===== src/x86eu_pkg.sv =====
package x86eu_pkg;

  // data memory size in bytes, a power of two
  localparam int unsigned MEM_BYTES  = 65536;
  localparam int unsigned MEM_AW     = $clog2(MEM_BYTES);
  localparam int unsigned BANK_AW    = MEM_AW - 1;
  localparam int unsigned BANK_DEPTH = MEM_BYTES / 2;
  // wide enough for base + index + signed displacement without overflow
  localparam int unsigned SUM_W      = ((MEM_AW > 18) ? MEM_AW : 18) + 1;

  localparam int unsigned NUM_REGS   = 8;
  localparam int unsigned REG_AW     = $clog2(NUM_REGS);

  localparam int unsigned QUEUE_DEPTH = 2;
  localparam int unsigned QPTR_W      = $clog2(QUEUE_DEPTH);
  localparam int unsigned QCNT_W      = $clog2(QUEUE_DEPTH + 1);

  localparam int unsigned IN_DATA_W  = 64;
  localparam int unsigned IN_USER_W  = 4;
  localparam int unsigned OUT_DATA_W = 40;

  localparam logic [15:0] MSB_MASK = 16'h8000;

  typedef enum logic [3:0] {
    OP_MOV = 4'd0,
    OP_ADD = 4'd1,
    OP_SUB = 4'd2,
    OP_CMP = 4'd3,
    OP_JE  = 4'd4,
    OP_JNE = 4'd5,
    OP_JS  = 4'd6,
    OP_JNS = 4'd7,
    OP_JL  = 4'd8,
    OP_JNL = 4'd9,
    OP_JLE = 4'd10,
    OP_JG  = 4'd11,
    OP_NOP = 4'd12
  } req_type_e;

  typedef enum logic [1:0] {
    DST_REG = 2'd0,
    DST_MEM = 2'd1,
    DST_JMP = 2'd2
  } dst_kind_e;

  typedef enum logic [1:0] {
    SRC_REG = 2'd0,
    SRC_IMM = 2'd1,
    SRC_MEM = 2'd2
  } src_kind_e;

  typedef enum logic [1:0] {
    CLS_NONE = 2'd0,
    CLS_MOV  = 2'd1,
    CLS_ALU  = 2'd2,
    CLS_JMP  = 2'd3
  } op_class_e;

  typedef enum logic [2:0] {
    COND_Z   = 3'd0,
    COND_NZ  = 3'd1,
    COND_S   = 3'd2,
    COND_NS  = 3'd3,
    COND_ZS  = 3'd4,
    COND_NZS = 3'd5
  } cond_e;

  typedef struct packed {
    op_class_e          cls;
    logic               is_add;
    logic               wr_dst;
    cond_e              cond;
    logic               wide;
    dst_kind_e          dst_kind;
    src_kind_e          src_kind;
    logic [REG_AW-1:0]  dst_reg;
    logic [REG_AW-1:0]  src_reg;
    logic [15:0]        imm;
    logic               base_en;
    logic [REG_AW-1:0]  base_reg;
    logic               index_en;
    logic [REG_AW-1:0]  index_reg;
    logic [15:0]        disp;
    logic [7:0]         jump_offset;
    logic [2:0]         instr_length;
  } instr_t;

  typedef struct packed {
    logic   valid;
    instr_t item;
  } queue_head_t;

endpackage


===== src/x86eu_front.sv =====
module x86eu_front (
  input  logic                                clk_i,
  input  logic                                rst_ni,
  input  logic                                s_axis_tvalid,
  output logic                                s_axis_tready,
  input  logic [x86eu_pkg::IN_DATA_W-1:0]     s_axis_tdata,
  input  logic [x86eu_pkg::IN_USER_W-1:0]     s_axis_tuser,
  output x86eu_pkg::queue_head_t              head_o,
  input  logic                                pop_i
);

  x86eu_pkg::instr_t                      dec;
  x86eu_pkg::instr_t                      queue_q [x86eu_pkg::QUEUE_DEPTH];
  logic [x86eu_pkg::QPTR_W-1:0]           wr_ptr_q, wr_ptr_d;
  logic [x86eu_pkg::QPTR_W-1:0]           rd_ptr_q, rd_ptr_d;
  logic [x86eu_pkg::QCNT_W-1:0]           cnt_q, cnt_d;
  logic                                   push;
  logic                                   pop;

  // classify the operation while the fields are unpacked
  always_comb begin
    dec              = '0;
    dec.wide         = s_axis_tdata[0];
    dec.dst_kind     = x86eu_pkg::dst_kind_e'(s_axis_tdata[2:1]);
    dec.src_kind     = x86eu_pkg::src_kind_e'(s_axis_tdata[4:3]);
    dec.dst_reg      = s_axis_tdata[7:5];
    dec.src_reg      = s_axis_tdata[10:8];
    dec.imm          = s_axis_tdata[26:11];
    dec.base_en      = !s_axis_tdata[30];
    dec.base_reg     = s_axis_tdata[29:27];
    dec.index_en     = !s_axis_tdata[34];
    dec.index_reg    = s_axis_tdata[33:31];
    dec.disp         = s_axis_tdata[50:35];
    dec.jump_offset  = s_axis_tdata[58:51];
    dec.instr_length = s_axis_tdata[61:59];
    dec.cls          = x86eu_pkg::CLS_NONE;
    dec.cond         = x86eu_pkg::COND_Z;
    case (x86eu_pkg::req_type_e'(s_axis_tuser)) 
      x86eu_pkg::OP_MOV: begin
        dec.cls    = x86eu_pkg::CLS_MOV;
        dec.wr_dst = 1'b1;
      end
      x86eu_pkg::OP_ADD: begin
        dec.cls    = x86eu_pkg::CLS_ALU;
        dec.is_add = 1'b1;
        dec.wr_dst = 1'b1;
      end
      x86eu_pkg::OP_SUB: begin
        dec.cls    = x86eu_pkg::CLS_ALU;
        dec.wr_dst = 1'b1;
      end
      x86eu_pkg::OP_CMP: dec.cls = x86eu_pkg::CLS_ALU;
      x86eu_pkg::OP_JE: begin
        dec.cls  = x86eu_pkg::CLS_JMP;
        dec.cond = x86eu_pkg::COND_Z;
      end
      x86eu_pkg::OP_JNE: begin
        dec.cls  = x86eu_pkg::CLS_JMP;
        dec.cond = x86eu_pkg::COND_NZ;
      end
      x86eu_pkg::OP_JS, x86eu_pkg::OP_JL: begin
        dec.cls  = x86eu_pkg::CLS_JMP;
        dec.cond = x86eu_pkg::COND_S;
      end
      x86eu_pkg::OP_JNS, x86eu_pkg::OP_JNL: begin
        dec.cls  = x86eu_pkg::CLS_JMP;
        dec.cond = x86eu_pkg::COND_NS;
      end
      x86eu_pkg::OP_JLE: begin
        dec.cls  = x86eu_pkg::CLS_JMP;
        dec.cond = x86eu_pkg::COND_ZS;
      end
      x86eu_pkg::OP_JG: begin
        dec.cls  = x86eu_pkg::CLS_JMP;
        dec.cond = x86eu_pkg::COND_NZS;
      end
      default: dec.cls = x86eu_pkg::CLS_NONE;
    endcase
  end

  assign s_axis_tready = (cnt_q != x86eu_pkg::QCNT_W'(x86eu_pkg::QUEUE_DEPTH));
  assign push          = s_axis_tvalid && s_axis_tready;
  assign pop           = pop_i && (cnt_q != '0);

  always_comb begin
    wr_ptr_d = wr_ptr_q;
    rd_ptr_d = rd_ptr_q;
    cnt_d    = cnt_q;
    if (push) begin
      wr_ptr_d = (wr_ptr_q == x86eu_pkg::QPTR_W'(x86eu_pkg::QUEUE_DEPTH - 1)) ? '0
                 : wr_ptr_q + x86eu_pkg::QPTR_W'(1);
    end
    if (pop) begin
      rd_ptr_d = (rd_ptr_q == x86eu_pkg::QPTR_W'(x86eu_pkg::QUEUE_DEPTH - 1)) ? '0
                 : rd_ptr_q + x86eu_pkg::QPTR_W'(1);
    end
    if (push && !pop) begin
      cnt_d = cnt_q + x86eu_pkg::QCNT_W'(1);
    end else if (pop && !push) begin
      cnt_d = cnt_q - x86eu_pkg::QCNT_W'(1);
    end
  end

  always_ff @(posedge clk_i or negedge rst_ni) begin
    if (!rst_ni) begin
      wr_ptr_q <= '0;
      rd_ptr_q <= '0;
      cnt_q    <= '0;
    end else begin
      wr_ptr_q <= wr_ptr_d;
      rd_ptr_q <= rd_ptr_d;
      cnt_q    <= cnt_d;
    end
  end

  always_ff @(posedge clk_i) begin
    if (push) begin
      queue_q[wr_ptr_q] <= dec;
    end
  end

  assign head_o.valid = (cnt_q != '0);
  assign head_o.item  = queue_q[rd_ptr_q];

endmodule


===== config.mk =====
export PLATFORM = sky130hd
export DESIGN_NAME = x86eu_front
export DESIGN_NICKNAME = d
export VERILOG_FILES = /design/src/x86eu_pkg.sv /design/src/x86eu_front.sv
export SDC_FILE = /design/constraint.sdc
export NUM_CORES = 1
export LEC_CHECK = 0
export ABC_CLOCK_PERIOD_IN_PS = 5300
export BUFFER_PORTS_ARGS = -buffer_cell sky130_fd_sc_hd__buf_2
export CAP_MARGIN = 20
export CORE_MARGIN = 8
export CORE_UTILIZATION = 53
export CTS_CLUSTER_SIZE = 8
export DETAILED_ROUTE_END_ITERATION = 8
export HOLD_SLACK_MARGIN = 0.1
export PLACE_DENSITY = 0.8
export SLEW_MARGIN = 15
export SYNTH_ARGS = -nofsm -noshare
export SYNTH_HDL_FRONTEND = slang
export SYNTH_SLANG_ARGS = --single-unit

===== constraint.sdc =====
create_clock -name clk_i -period 5.3 [get_ports clk_i]
set_input_delay 0.265 -clock clk_i [delete_from_list [all_inputs] [get_ports clk_i]]
set_output_delay 0.265 -clock clk_i [all_outputs]
set_load 0.02 [all_outputs]

### After elaboration in Yosys (flattened, before gate mapping)

Memory sizes are Yosys's and may differ from the RTL's.
Index checks and enable logic that the tools add are counted.

| storage, ports and cells | value |
|---|---|
| bits in registers | 4 |
| RAM bits | 138 |
| output and inout bits | 71 |
| logic and storage cells | 46 |
| memories kept | 1 |

| cells by class | value |
|---|---|
| add/subtract/negate cells | 4 |
| equality and inequality tests | 12 |
| multiplexer cells | 10 |
| reductions and logical operators | 16 |

Memory list:

| memory | words | bits a word | rd ports | clocked after memory_dff | write ports | line | text |
|---|---|---|---|---|---|---|---|
| queue_q | 2 | 69 | 1 | 0 | 1 | x86eu_front.sv:13 | `x86eu_pkg::instr_t queue_q [x86eu_pkg::QUEUE_DEPTH];` |

Operators by type and width:

| operator | count |
|---|---|
| equality test 4 x 3 -> 1 bit, second input constant | 4 |
| equality test 4 bit, second input constant | 4 |
| case mux 3 bit (5 select lines) | 1 |
| equality test 4 x 2 -> 1 bit, second input constant | 2 |
| OR reduction 8 bit | 1 |
| 2-to-1 mux 1 bit | 6 |
| case mux 2 bit (3 select lines) | 1 |
| OR reduction 3 bit | 2 |
| equality test 4 x 1 -> 1 bit, second input constant | 1 |
| logical AND 1 bit | 4 |
| zero test 1 bit | 4 |
| zero test 4 bit | 1 |
| 2-to-1 mux 2 bit | 2 |
| nonzero test 2 bit | 2 |
| OR reduction 2 bit | 2 |
| adder 1 bit, second input constant | 2 |
| adder 2 x 1 -> 2 bit, second input constant | 1 |
| != test 2 bit, second input constant | 1 |
| subtractor 2 x 1 -> 2 bit, second input constant | 1 |

### Depth between registers and ports, before layout

Gate-level depths: netlist (run 1).

| depth | value |
|---|---|
| depth after elaboration | 6 |
| mapped depth | 7 |

### Worst setup path before layout (run 1)

Ideal clock, no wire load.

| path | value |
|---|---|
| path kind | reg-to-reg |
| from | reg cnt_q[0] (netlist name) |
| to | mem queue_q[0][0] (netlist name) (enable) |
| library setup time | 0.497 ns |
| arrival | 3.681 ns |
| data required time | 4.803 ns |
| path slack | 1.122 ns |
| stages on the path, launching flop included | 4 |
| buffers on the path | 0 |
| clock period less this slack | 4.178 ns |
| cells stage by stage | dfrtp_1 -> nand2b_1 -> nand2_1 -> nor2_1 |

| between the ends | value |
|---|---|
| longest elaborated chain between the ends | 4 |

RTL lines:

| what | line | text |
|---|---|---|
| start, declared | x86eu_front.sv:16 | `logic [x86eu_pkg::QCNT_W-1:0] cnt_q, cnt_d;` |
| start signal, assigned | x86eu_front.sv:112 | `cnt_q <= cnt_d;` |
| != test 2 bit | x86eu_front.sv:81 | `assign s_axis_tready = (cnt_q != x86eu_pkg::QCNT_W'(x86eu_pkg::QUEUE_DEPTH));` |
| named net s_axis_tready | x86eu_front.sv:5 | `output logic s_axis_tready,` |
| logical AND 1 bit | x86eu_front.sv:82 | `assign push = s_axis_tvalid && s_axis_tready;` |
| 2-to-1 mux 1 bit | x86eu_front.sv:117 | `if (push) begin` |
| 2-to-1 mux 1 bit (not written as such) | x86eu_front.sv:118 | `queue_q[wr_ptr_q] <= dec;` |
| end, declared | x86eu_front.sv:13 |  |

The timed path passes the listed nets, and every way through them passes these cells.

==> results by stage, run 1 <==
Run status:
- The flow ran to the end, and the final reports show no timing, DRC or antenna violations.

Finish:
- The multi-input combinational cells in the finished layout cover a total of roughly 0.0013 mm2.
- The final antenna diode count is 0.
- The layout net count is approximately 550.
- The proportion of layout cells with a drive suffix above 1 is 0.493.
- The area used by sequential logic in the layout is approximately 0.0042 mm2.
- Excluding fillers, the count of instances in the completed layout stands at 627.
- Relative to the synthesized area, the layout overhead comes to 35.6%.
- The filler cells instantiated in the layout total around 670.
- After routing the design area is about 0.0077 mm2.

Setup path:
- Traced cell by cell, the critical path runs through buf_4 > mux2_4 > buf_2.
- The critical path's slowest cell is dfrtp_4.
- The startpoint kind of the worst setup timing path is a flip-flop.
- STA puts the critical path data arrival time at 2.60 ns.
- For this run, the slowest stage of the critical path takes approximately 0.79 ns.
- The critical path data required time is 5.04 ns.
- The kind of end point of the critical path is an output pin.
- The worst setup path is of the reg2out kind.
- In this run the worst path has a maximum fanout of 40.

Routing:
- Detailed routing inserted a total of 2994 vias.
- The routed wirelength normalized by instance count is 17.2 um.
- The number of nets with antenna violations after detailed routing is 0.
- The number of remaining DRC errors is 0.
- After detailed routing, the number of vias per cell comes to 4.78.
- The first detailed-routing pass took 4 iterations.
- The detailed router finished its first iteration with approximately 160 violations.
- The routed wire length is 10.8 mm.

STA:
- The number of endpoints with negative hold slack in the final report is 0.
- After layout, the minimum clock period comes to between 2 and 3 ns.
- For the pin with the worst max-slew slack, the measured transition is 0.971 ns.
- Setup violations remaining at the end of the flow were counted as 0.
- The max-slew violation count came to 0.
- The remaining max-slew budget at the tightest pin is 0.351.
- In the final timing run, aggregate negative setup slack is 0 ns.
- Of the available clock period, the critical path in the final layout requires 0.541.
- Setup repair after global routing left no endpoint under its margin.
- The fmax is between 300 and 400 MHz.
- Clock skew on the completed layout was measured at 0.00943 ns.

Logic synthesis:
- The cell area after synthesis is 0.00569 mm2.
- The synthesized flop and latch total is 142.
- The share of the Yosys chip area taken by registers is 0.746.
- The number of unique standard cell types used by synthesis is 21.
- The number of warnings issued by yosys is 0.
- Synthesis produced 257 cells.
- The number of nets handed over by synthesis was 335.
- In this run the mean area of a mapped cell was about 22 um2.

Placed design:
- The global placer's final weighted congestion is between 0.6 and 0.7.
- Detailed placement finished with a half-perimeter wire length of 6.57 mm.
- The placed instances occupy a cell area of 0.00644 mm2.
- The total placed cells including tap cells is around 530.
- Input and output buffers added on the ports amount to 140.

Global route:
- The number of antenna violations at the first check in global routing came to 0.
- The global-route congestion overflow total is 0.
- The first global-routing pass estimated 16.9 mm of wire.
- In the global route stage, overall resource usage came out at 0.153.
- The via count of the first global-routing pass is 3309.
- Entering global routing, the biggest net connects 70 pins.

Clock network:
- The count of cells resized by post-cts repair is 0.
- CTS placed an instance of clkbuf_8 at the clock tree root.
- The number of clock buffers added by TritonCTS is 17.
- TritonCTS built the clock tree.
- The total clock sinks is 142.
- Clock-pin slew was measured on the worst setup and hold paths at 0.06 ns.
- The clock latency reported for the late side of the worst-skew pair is 0.51 ns.
- For this design, the CTS-stage hold fixing added 65 buffers.
- After clock tree synthesis, the setup repair step added 0 buffers.
- The number of buffers on the longest clock path is 2.
- The H-tree was split into 4 levels.

Worst hold path:
- The path category of the worst min-delay check is in2reg.

Floorplanning:
- The floorplan die height is 120 um.
- From left edge to right edge, the die measures 120 um.
- The number of primary I/O pins is approximately 140.
- The area enclosed by the die boundary is 0.0143 mm2.
- The total core area is 0.0107 mm2.
- The initial utilization of the core area, before any placement, comes to 0.534.
- The floorplan has 38 rows.

Pwr:
- The standby leakage power is 3.17 nW.
- The worst-case IR drop observed on VDD is 0.311 mV.
- In this run the power spent charging and discharging nets is about 0.0013 W.
- The share of total power dissipated in sequential elements is 0.389.
- The share of total power dissipated in combinational logic is 0.327.
- Of the total power, the share spent switching nets is 0.305.
- The internal power contribution is approximately 0.0030 W.
- The clock network fraction of total power is 0.283.
- Power spread over the standard cell area amounts to 560 mW/mm2.

Flow run:
- The tool flagged a number of max-cap violations equal to 0.
## layout make-up
type / count / share of cell area
timing repair buffer: 207 / 0.177
clock inverter: 12 / 0.0252
sequential: 142 / 0.551
inverter: 7 / 0.00341
clock buffer: 19 / 0.0547
tap: 140 / 0.0227
multi-input combinational: 100 / 0.166
## critical path, delay by kind of cell, from the launching register on
kind	cells	cell delay (ns)
mux	1	0.37
buf+inv	2	0.89
flops	1	0.79
## registers in the layout, summed over array words and instances (netlist names)
signal and flops:
cnt_q 2, rd_ptr_q 1, queue_q 138, wr_ptr_q 1
## synth_stat cells
master / n / area share
and2_1: 1 / 0.0011
buf_12: 7 / 0.025
ha_1: 6 / 0.013
o21ai_0: 2 / 0.0018
or2_1: 1 / 0.0011
nand2b_1: 2 / 0.0022
a21boi_0: 1 / 0.0013
xor2_1: 2 / 0.0031
a21oi_1: 2 / 0.0018
buf_6: 1 / 0.0020
nand2_1: 2 / 0.0013
edfxtp_1: 138 / 0.73
mux2_4: 69 / 0.18
mux2i_1: 1 / 0.0018
dfrtp_1: 4 / 0.018
inv_1: 7 / 0.0046
nor2_1: 5 / 0.0033
xnor2_1: 3 / 0.0046
a211oi_1: 1 / 0.0013
and3_1: 1 / 0.0011
nor2b_1: 1 / 0.0011
## power groups by stage
| stage | clock, W | sequential (W) | combinational, W |
|---|---|---|---|
| floorplan | 0 | 0.00163 | 0.00117 |
| global placement | 0 | 0.00168 | 0.00137 |
| detailed placement | 0 | 0.00171 | 0.00138 |
| CTS | 0.00125 | 0.00168 | 0.00143 |
| global route | 0.00129 | 0.00171 | 0.00150 |
| finish | 0.00122 | 0.00168 | 0.00141 |
## layer usage
layer | track usage | vias to the layer above | wire length, um
met5 | 0 | - | 0
met3 | 0.0639 | 7 | 743
met2 | 0.274 | 95 | 5870
li1 | - | 1433 | -
met1 | 0.158 | 1459 | 4100
met4 | 0.0507 | 0 | 81
## cell usage in the layout, fill, tap and decap left out
cell,instances
clkbuf_16,16
a211oi_1,1
nand2_1,2
clkinv_1,3
nor2_4,1
clkinvlp_4,2
nand2b_1,2
o21ai_0,2
dfrtp_4,1
mux2i_1,1
or2_1,1
ha_1,6
mux2_4,69
a21oi_1,2
inv_1,7
clkinv_4,2
buf_2,140
bufinv_16,5
xnor2_1,3
clkbuf_1,2
clkbuf_8,1
buf_4,2
xor2_1,2
and3_4,1
and2_1,1
nor2b_1,1
dlygate4sd3_1,65
nor2_1,4
a21boi_0,1
edfxtp_1,138
dfrtp_1,3
## cell families after synthesis
| kind of cell | after synthesis | share of synthesized area |
|---|---|---|
| flip-flops | 142 | 0.746 |
| AO/OA/AOI/OAI | 6 | 0.00616 |
| adder cells (fa/ha/maj) | 6 | 0.0132 |
| buffers and inverters | 15 | 0.0312 |
| multiplexers | 70 | 0.184 |
| XOR/XNOR | 5 | 0.00770 |
| AND/OR/NAND/NOR | 13 | 0.0112 |
## final timing paths
path / start / endpoint / slack, ns / cells after the start
worst max-delay path: rd_ptr_q$_DFFE_PN0P_ / head_o[4] / 2.44 / 3
worst min-delay path: s_axis_tvalid / wr_ptr_q$_DFFE_PN0P_ / 0.15 / 3
worst max register to register: cnt_q[0]$_DFFE_PN0P_ / queue_q[0][32]$_DFFE_PP_ / 2.91 / 4
worst min register to register: cnt_q[1]$_DFFE_PN0P_ / cnt_q[1]$_DFFE_PN0P_ / 0.50 / 1
max in group asynchronous: rst_ni / rd_ptr_q$_DFFE_PN0P_ / 4.41 / 3
min in group asynchronous: rst_ni / rd_ptr_q$_DFFE_PN0P_ / 0.69 / 3
## stage by stage
stage | total power (W) | util | setup WS [ns] | hold slack, ns
5_1_grt | 0.00450 | 0.724 | 2.33 | 0.147
3_5_place_dp | 0.00309 | 0.605 | 2.83 | 0.0792
4_1_cts | 0.00436 | 0.724 | 2.39 | 0.110
3_3_place_gp | 0.00306 | 0.605 | 2.89 | 0.0710
6_report | 0.00432 | 0.724 | 2.44 | 0.154
2_1_floorplan | 0.00281 | - | 1.12 | -0.0306
(Power assumes the default switching activity.)
==> run 2: changes to the inputs <==
- ABC_CLOCK_PERIOD_IN_PS: 5300 -> 2700
- clock period: 5.3 -> 2.7 ns (I/O delays scaled with it)
==> results by stage, run 2 (same netlist as run 1, synthesis figures left out) <==
Clock network:
- Clock tree synthesis selected as its root buffer the cell clkbuf_8.
- The number of setup buffers added after CTS is 0.
- After clock tree synthesis, the clock-pin slew on the worst setup and hold paths is 0.06 ns.
- The total clock sinks is 142.
- The number of buffers on the longest clock path is 2.
- The H-tree generated during clock tree synthesis spans 4 levels.
- At the later pin of the worst-skew pair, clock insertion delay measures 0.52 ns.
- The number of clock buffers added by TritonCTS is 17.
- The clock tree from TritonCTS is yes.
- Once the clock tree was built, the resizer swapped 0 gates to a different size.

Placed design:
- The count of input and output buffers is between 100 and 150.
- The total half-perimeter wirelength after legalization and detailed placement is 6.83 mm.
- Including well taps, the total number of placed cells is 534.
- The congestion estimate from routability-driven global placement came to 0.713.
- The worst setup slack after placement is between 0.8 and 0.9 ns.

Global route:
- The largest net degree at the start of global routing is 40.
- The number of antenna violations at the first check in global routing was 0.
- The via count of the first global-routing pass came to 3303.
- The first-pass GRT wire length is 17.2 mm.
- Across every metal layer, demand over resource in global routing totals 0.157.
- For this run the aggregate overflow at the end of global routing stands at 0.

Routing:
- The first TritonRoute pass finished after 4 iterations.
- Dividing the detail-routed wire length by the instance count gives 17.3 um.
- The count of routing violations after the opening detailed-route iteration is between 100 and 150.
- After detailed routing, the number of vias per cell comes to 4.71.
- The routed wire length is 11.0 mm.
- The number of nets with antenna violations after detailed routing is 0.
- Detailed routing inserted a total of 3003 vias.
- In the routed design, unresolved DRC markers number 0.

STA:
- The max-slew violation count is 0.
- The sum of negative setup slack is 0 ns.
- Across all hold checks on the routed design, the worst slack comes to 0.343 ns.
- The clock period could shrink to 2.42 ns.
- The final setup slack of the worst path is 0.276 ns.
- The final worst clock skew is 0.0111 ns.
- The remaining max-slew budget at the tightest pin is 0.586.
- The final clock period utilization by the worst path is 0.898.
- For the pin with the worst max-slew slack, the measured transition is 0.622 ns.
- The number of setup violations in the final report is 0.
- Setup repair after global routing left no endpoint under its margin.
- Static timing analysis puts the maximum clock frequency at roughly 410 MHz.
- The number of endpoints with negative hold slack in the final report is 0.

Setup path:
- The top fanout value on the critical path is 31.
- The kind of end point of the critical path is an output pin.
- STA puts the critical path data required time at 2.57 ns.
- The startpoint kind of the worst setup timing path is a flip-flop.
- The slack of the worst reg-to-reg path is roughly 0.96 ns.
- The endpoint arrival time on the critical path is 2.29 ns.
- The worst setup path is of the reg2out kind.

Pwr:
- The standby leakage power is 3.21 nW.
- Across the VDD grid, the largest voltage drop is 0.736 mV.
- The ratio of total power to cell area is 1090 mW/mm2.

Floorplanning:
- The initial utilization of the core area, before any placement, comes to 0.534.
- The number of primary I/O pins is roughly 140.
- The floorplan die height is 120 um.
- In this run the core area contains 38 standard-cell rows.
- The total core area is between 0.01 and 0.015 mm2.
- The area enclosed by the die boundary is 0.0143 mm2.
- The floorplan step set the die width to 120 um.

Finish:
- The proportion of layout cells with a drive suffix above 1 is 0.492.
- In the final design database the tool counted between 500 and 600 nets.
- The area used by sequential logic in the layout is 0.00425 mm2.
- Ranked by flip-flop count, first place goes to queue_q.
- The combined area of the multi-input logic cells is between 0.001 and 0.0015 mm2.
- The final core utilization is 0.733.
- The count of fill cells added during filler insertion is 658.
- The final standard cell count with taps included and fillers excluded is roughly 640.
- The largest registers in the layout are queue_q: 138 flops, cnt_q: 2 flops.
- Relative to the synthesized area, the layout overhead comes to 37.3%.
- The top cell types in the final layout, fill and taps aside, are 140 x buf_2, 138 x edfxtp_1, 70 x dlygate4sd3_1.
- The commonest non-fill, non-tap cell in the layout is buf_2.
- The register with the most flip-flops in the layout has 138 of them.

Flow run:
- Across the run, the number of max-cap violations was 0.

Worst hold path:
- The path category of the worst min-delay check is in2reg.

Run status:
- The flow ran to the end, and the final reports show no timing, DRC or antenna violations.
run 2: cell count changes in the layout (fill, tap and decap cells not counted), sizes merged:
cell         before  now
buf             142  145
clkinv            5    6
diode             0    1
dlygate4sd3      65   70
run 2: path summary, 6_finish.rpt:
kind                            depth (start not counted)                  from                       end
worst min-delay path                                    2       s_axis_tdata[2]  queue_q[1][60]$_DFFE_PP_
worst max register to register                          3  cnt_q[0]$_DFFE_PN0P_  queue_q[1][54]$_DFFE_PP_
min in group asynchronous                               3                rst_ni      rd_ptr_q$_DFFE_PN0P_
max in group asynchronous                               3                rst_ni      rd_ptr_q$_DFFE_PN0P_
worst min register to register                          1  cnt_q[1]$_DFFE_PN0P_      cnt_q[1]$_DFFE_PN0P_
worst max-delay path                                    3  rd_ptr_q$_DFFE_PN0P_                head_o[14]
run 2: repair_timing:
item                                   in CTS  in global routing
endpoints found under the hold margin     145                  0
hold buffers                               70                  0
setup endpoints to repair                   0                  0
run 2: layout make-up:
class	instances	area share
Sequential cell	142	0.544
Timing Repair Buffer	215	0.187
Multi-Input combinational cell	100	0.163
Clock buffer	19	0.0540
Clock inverter	13	0.0250
Tap cell	140	0.0224
Inverter	7	0.00336
Antenna cell	1	0.000320
run 2: through the flow:
step / power [W] / area [um2]
floorplan: 0.00548 / 5690
global placement: 0.00605 / 6490
detailed placement: 0.00612 / 6490
CTS: 0.00860 / 7810
global route: 0.00889 / 7810
finish: 0.00853 / 7810
run 2: worst max-delay path, cell delays in order, from the launching register on:
cell	delay, ns
dfrtp_4	0.83
buf_4	0.42
mux2_4	0.34
buf_2	0.16
run 2: where the power goes:
part | internal (W) | switching [W] | total, W
combinational | 0.00133 | 0.00149 | 0.00282
clock | 0.00158 | 0.000829 | 0.00241
sequential | 0.00303 | 0.000277 | 0.00330
run 2: routing by layer:
layer  vias up  track usage  part of all wire
li1       1449            -                 -
met4         0       0.0695             0.015
met2        88        0.274              0.53
met5         -            0                 0
met1      1451        0.168              0.39
met3        15       0.0568             0.060
==> run 3: changes to the inputs <==
- CORE_MARGIN: 8 -> 5
- GPL_ROUTABILITY_DRIVEN: default -> 0
==> results by stage, run 3 (same netlist as run 1, synthesis figures left out) <==
Floorplanning:
- In this run the core area contains 37 standard-cell rows.
- The floorplan step set the die height to 114 um.
- The die covers 0.0129 mm2.
- The die is 114 um wide.
- The total core area is 0.0104 mm2.
- During I/O placement, the number of pins put on the boundary was 143.
- The starting density of the core is 0.546.

Setup path:
- The worst register-to-register path ends at queue_q[1][60]$_DFFE_PP_.
- Across all register-to-register paths, the minimum setup slack is 1.00 ns.
- The startpoint kind of the worst setup timing path is a flip-flop.
- The number of cells on the critical path is 3.
- The critical path contains buffers and inverters numbering 2 combined.
- Following the worst setup path forward leads to its endpoint at head_o[50].
- The delay of the slowest cell on the worst path is 0.60 ns.
- In this run the critical register-to-register path is launched from cnt_q[0]$_DFFE_PN0P_.
- The critical path class is reg2out.
- For the worst flop-to-flop path, the logic depth is 3.
- Of all nets on the critical path, the largest fanout is 14.
- The cell family contributing the most delay on the critical path is flip-flops.
- The kind of end point of the critical path is an output pin.
- Among all stages on the critical path, the largest delay is contributed by dfrtp_4.
- Data on the critical path is required at its endpoint by 2.57 ns.
- Traced cell by cell, the critical path runs through buf_4 > mux2_4 > buf_2.
- The most critical setup path has its startpoint at rd_ptr_q$_DFFE_PN0P_.
- Data arrives at the worst endpoint at approximately 2.0 ns.

Routing:
- The first routing iteration left 122 violations.
- The number of remaining DRC errors is 0.
- Once detail routing completed, the nets flagged for antenna violations numbered 0.
- The routed wirelength normalized by instance count is 16.6 um.
- The first detailed-routing pass took 4 iterations.
- After detailed routing, the number of vias per cell comes to 4.85.
- Summing over every cut layer, the via total after detailed routing is 3072.
- Wires add up to 10.5 mm.

Pwr:
- The switching power share of the total is 0.305.
- The share of total power dissipated in combinational logic is 0.346.
- The ratio of total power to cell area is 1080 mW/mm2.
- The share of total power dissipated in sequential elements is 0.383.
- In this run the power spent charging and discharging nets is 0.00257 W.
- The worst-case IR drop observed on VDD is 0.606 mV.
- The internal power of the cells totals between 0.005 and 0.006 W.
- For this design the static power due to leakage is between 3 and 4 nW.
- Of the total power, the clock network draws 0.271.

Clock network:
- In this run, post-CTS repair resized a total of 0 instances.
- In this run the deepest clock path goes through 2 buffers.
- For this design, the sink count on the clock tree is 142.
- The clock tree from TritonCTS is yes.
- The clock latency reported for the late side of the worst-skew pair is 0.49 ns.
- The post-CTS setup repair buffer count is 0.
- The clock input transition at the sequential cells of the worst setup and hold paths is 0.06 ns.
- The number of hold buffers added after CTS was 69.
- The level count of the clock H-tree is 4.
- In this run, CTS created clock tree buffers numbering 17.
- The clock tree root driver cell is clkbuf_8.

STA:
- The transition time of the tightest slew-check pin is 0.519 ns.
- The final worst clock skew is 0.00727 ns.
- Setup repair after global routing left no endpoint under its margin.
- The worst pin sits at a relative slew slack of 0.654.
- The sum of negative setup slack is 0 ns.
- The number of setup violations in the final report is 0.
- The max-slew violation count came to 0.
- Derived from the worst setup path, the maximum achievable clock frequency is 479 MHz.
- In the finished design, the share of the clock period the worst path needs comes to 0.773.
- The number of endpoints with negative hold slack in the final report was 0.
- The clock period minus worst slack is between 2 and 2.5 ns.

Finish:
- The layout has 628 filler cells.
- The final antenna diode count is 0.
- The register ranked first by flip-flop count is queue_q.
- The largest registers in the layout are queue_q: 138 flops, cnt_q: 2 flops.
- The top cell types in the final layout, fill and taps aside, are 140 x buf_2, 138 x edfxtp_1, 69 x mux2_4, 69 x dlygate4sd3_1, 16 x clkbuf_16.
- The register with the most flip-flops in the layout has 138 of them.
- Compared with the post-synthesis result, the final layout area differs by 36.8%.
- The final core utilization is 0.747.
- The layout net count is 562.
- The proportion of layout cells with a drive suffix above 1 is 0.497.
- The commonest non-fill, non-tap cell in the layout is buf_2.

Run status:
- The flow ran to the end, and the final reports show no timing, DRC or antenna violations.

Placed design:
- In this run the tool buffered the top-level ports with 140 buffer cells.
- Detailed placement finished with a half-perimeter wire length of 6.53 mm.

Flow run:
- Across the run, the number of max-cap violations was 0.

Global route:
- The via count of the first global-routing pass is 3373.
- The first global-routing pass estimated 16.6 mm of wire.
- The global-route total usage across every layer is 0.170.
- Global routing finished with a remaining overflow of 0.
- The largest net degree at the start of global routing is 39.
- The number of antenna violations at the first check in global routing came to 0.

Worst hold path:
- The min-delay analysis places its worst path in the category in2reg.
[run 3: worst min-delay path by stage]
stage / start / endpoint / slack, ns / cells past startpoint
finish: s_axis_tuser[2] / queue_q[0][68]$_DFFE_PP_ / 0.18 / 3
global route: s_axis_tuser[2] / queue_q[1][68]$_DFFE_PP_ / 0.16 / 3
CTS: s_axis_tuser[2] / queue_q[0][68]$_DFFE_PP_ / 0.11 / 3
detailed placement: rst_ni / cnt_q[0]$_DFFE_PN0P_ / -0.05 / 1
global placement: rst_ni / cnt_q[1]$_DFFE_PN0P_ / -0.06 / 1
floorplan: rst_ni / cnt_q[0]$_DFFE_PN0P_ / -0.16 / 0
[run 3: final cells by class]
type | instances | area, um2 | share of cell area
repair buffers | 216 | 1470 | 0.189
clock inverters | 15 | 176 | 0.0227
clock buffers | 17 | 414 | 0.0532
well taps | 136 | 170 | 0.0219
multi-input cells | 100 | 1280 | 0.164
flip-flops and latches | 142 | 4250 | 0.546
inverters | 7 | 26.3 | 0.00338
[run 3: tightest hold or removal path, delay by kind of cell]
family / cells / cell delay [ns]
adders and majority gates: 1 / 0.18
buffers and inverters: 1 / 0.13
AOI/OAI and AO/OA: 1 / 0.06
[run 3: layer usage]
layer / vias to the layer above / track usage / part of all wire
met5: - / 0 / 0
met4: 0 / 0.0505 / 0.013
met3: 14 / 0.0631 / 0.069
met2: 107 / 0.307 / 0.53
met1: 1501 / 0.188 / 0.39
li1: 1450 / - / -
[run 3: power groups by stage]
stage	Clock, W	Combinational (W)	Sequential [W]
global placement	0	0.00282	0.00323
detailed placement	0	0.00285	0.00327
finish	0.00228	0.00291	0.00322
CTS	0.00234	0.00295	0.00323
global route	0.00245	0.00309	0.00327
floorplan	0	0.00231	0.00317
[run 3: per-stage QoR]
| stage | hold WS, ns | total power, W | cell area (um2) | setup slack [ns] | std cells |
|---|---|---|---|---|---|
| finish | 0.182 | 0.00841 | 7780 | 0.613 | 633 |
| global route | 0.155 | 0.00880 | 7780 | 0.528 | 633 |
| CTS | 0.109 | 0.00851 | 7780 | 0.575 | 633 |
| detailed placement | -0.0545 | 0.00612 | 6500 | 0.976 | 532 |
| global placement | -0.0588 | 0.00605 | 6500 | 1.01 | 532 |
| floorplan | -0.161 | 0.00548 | 5690 | 0.430 | 257 |
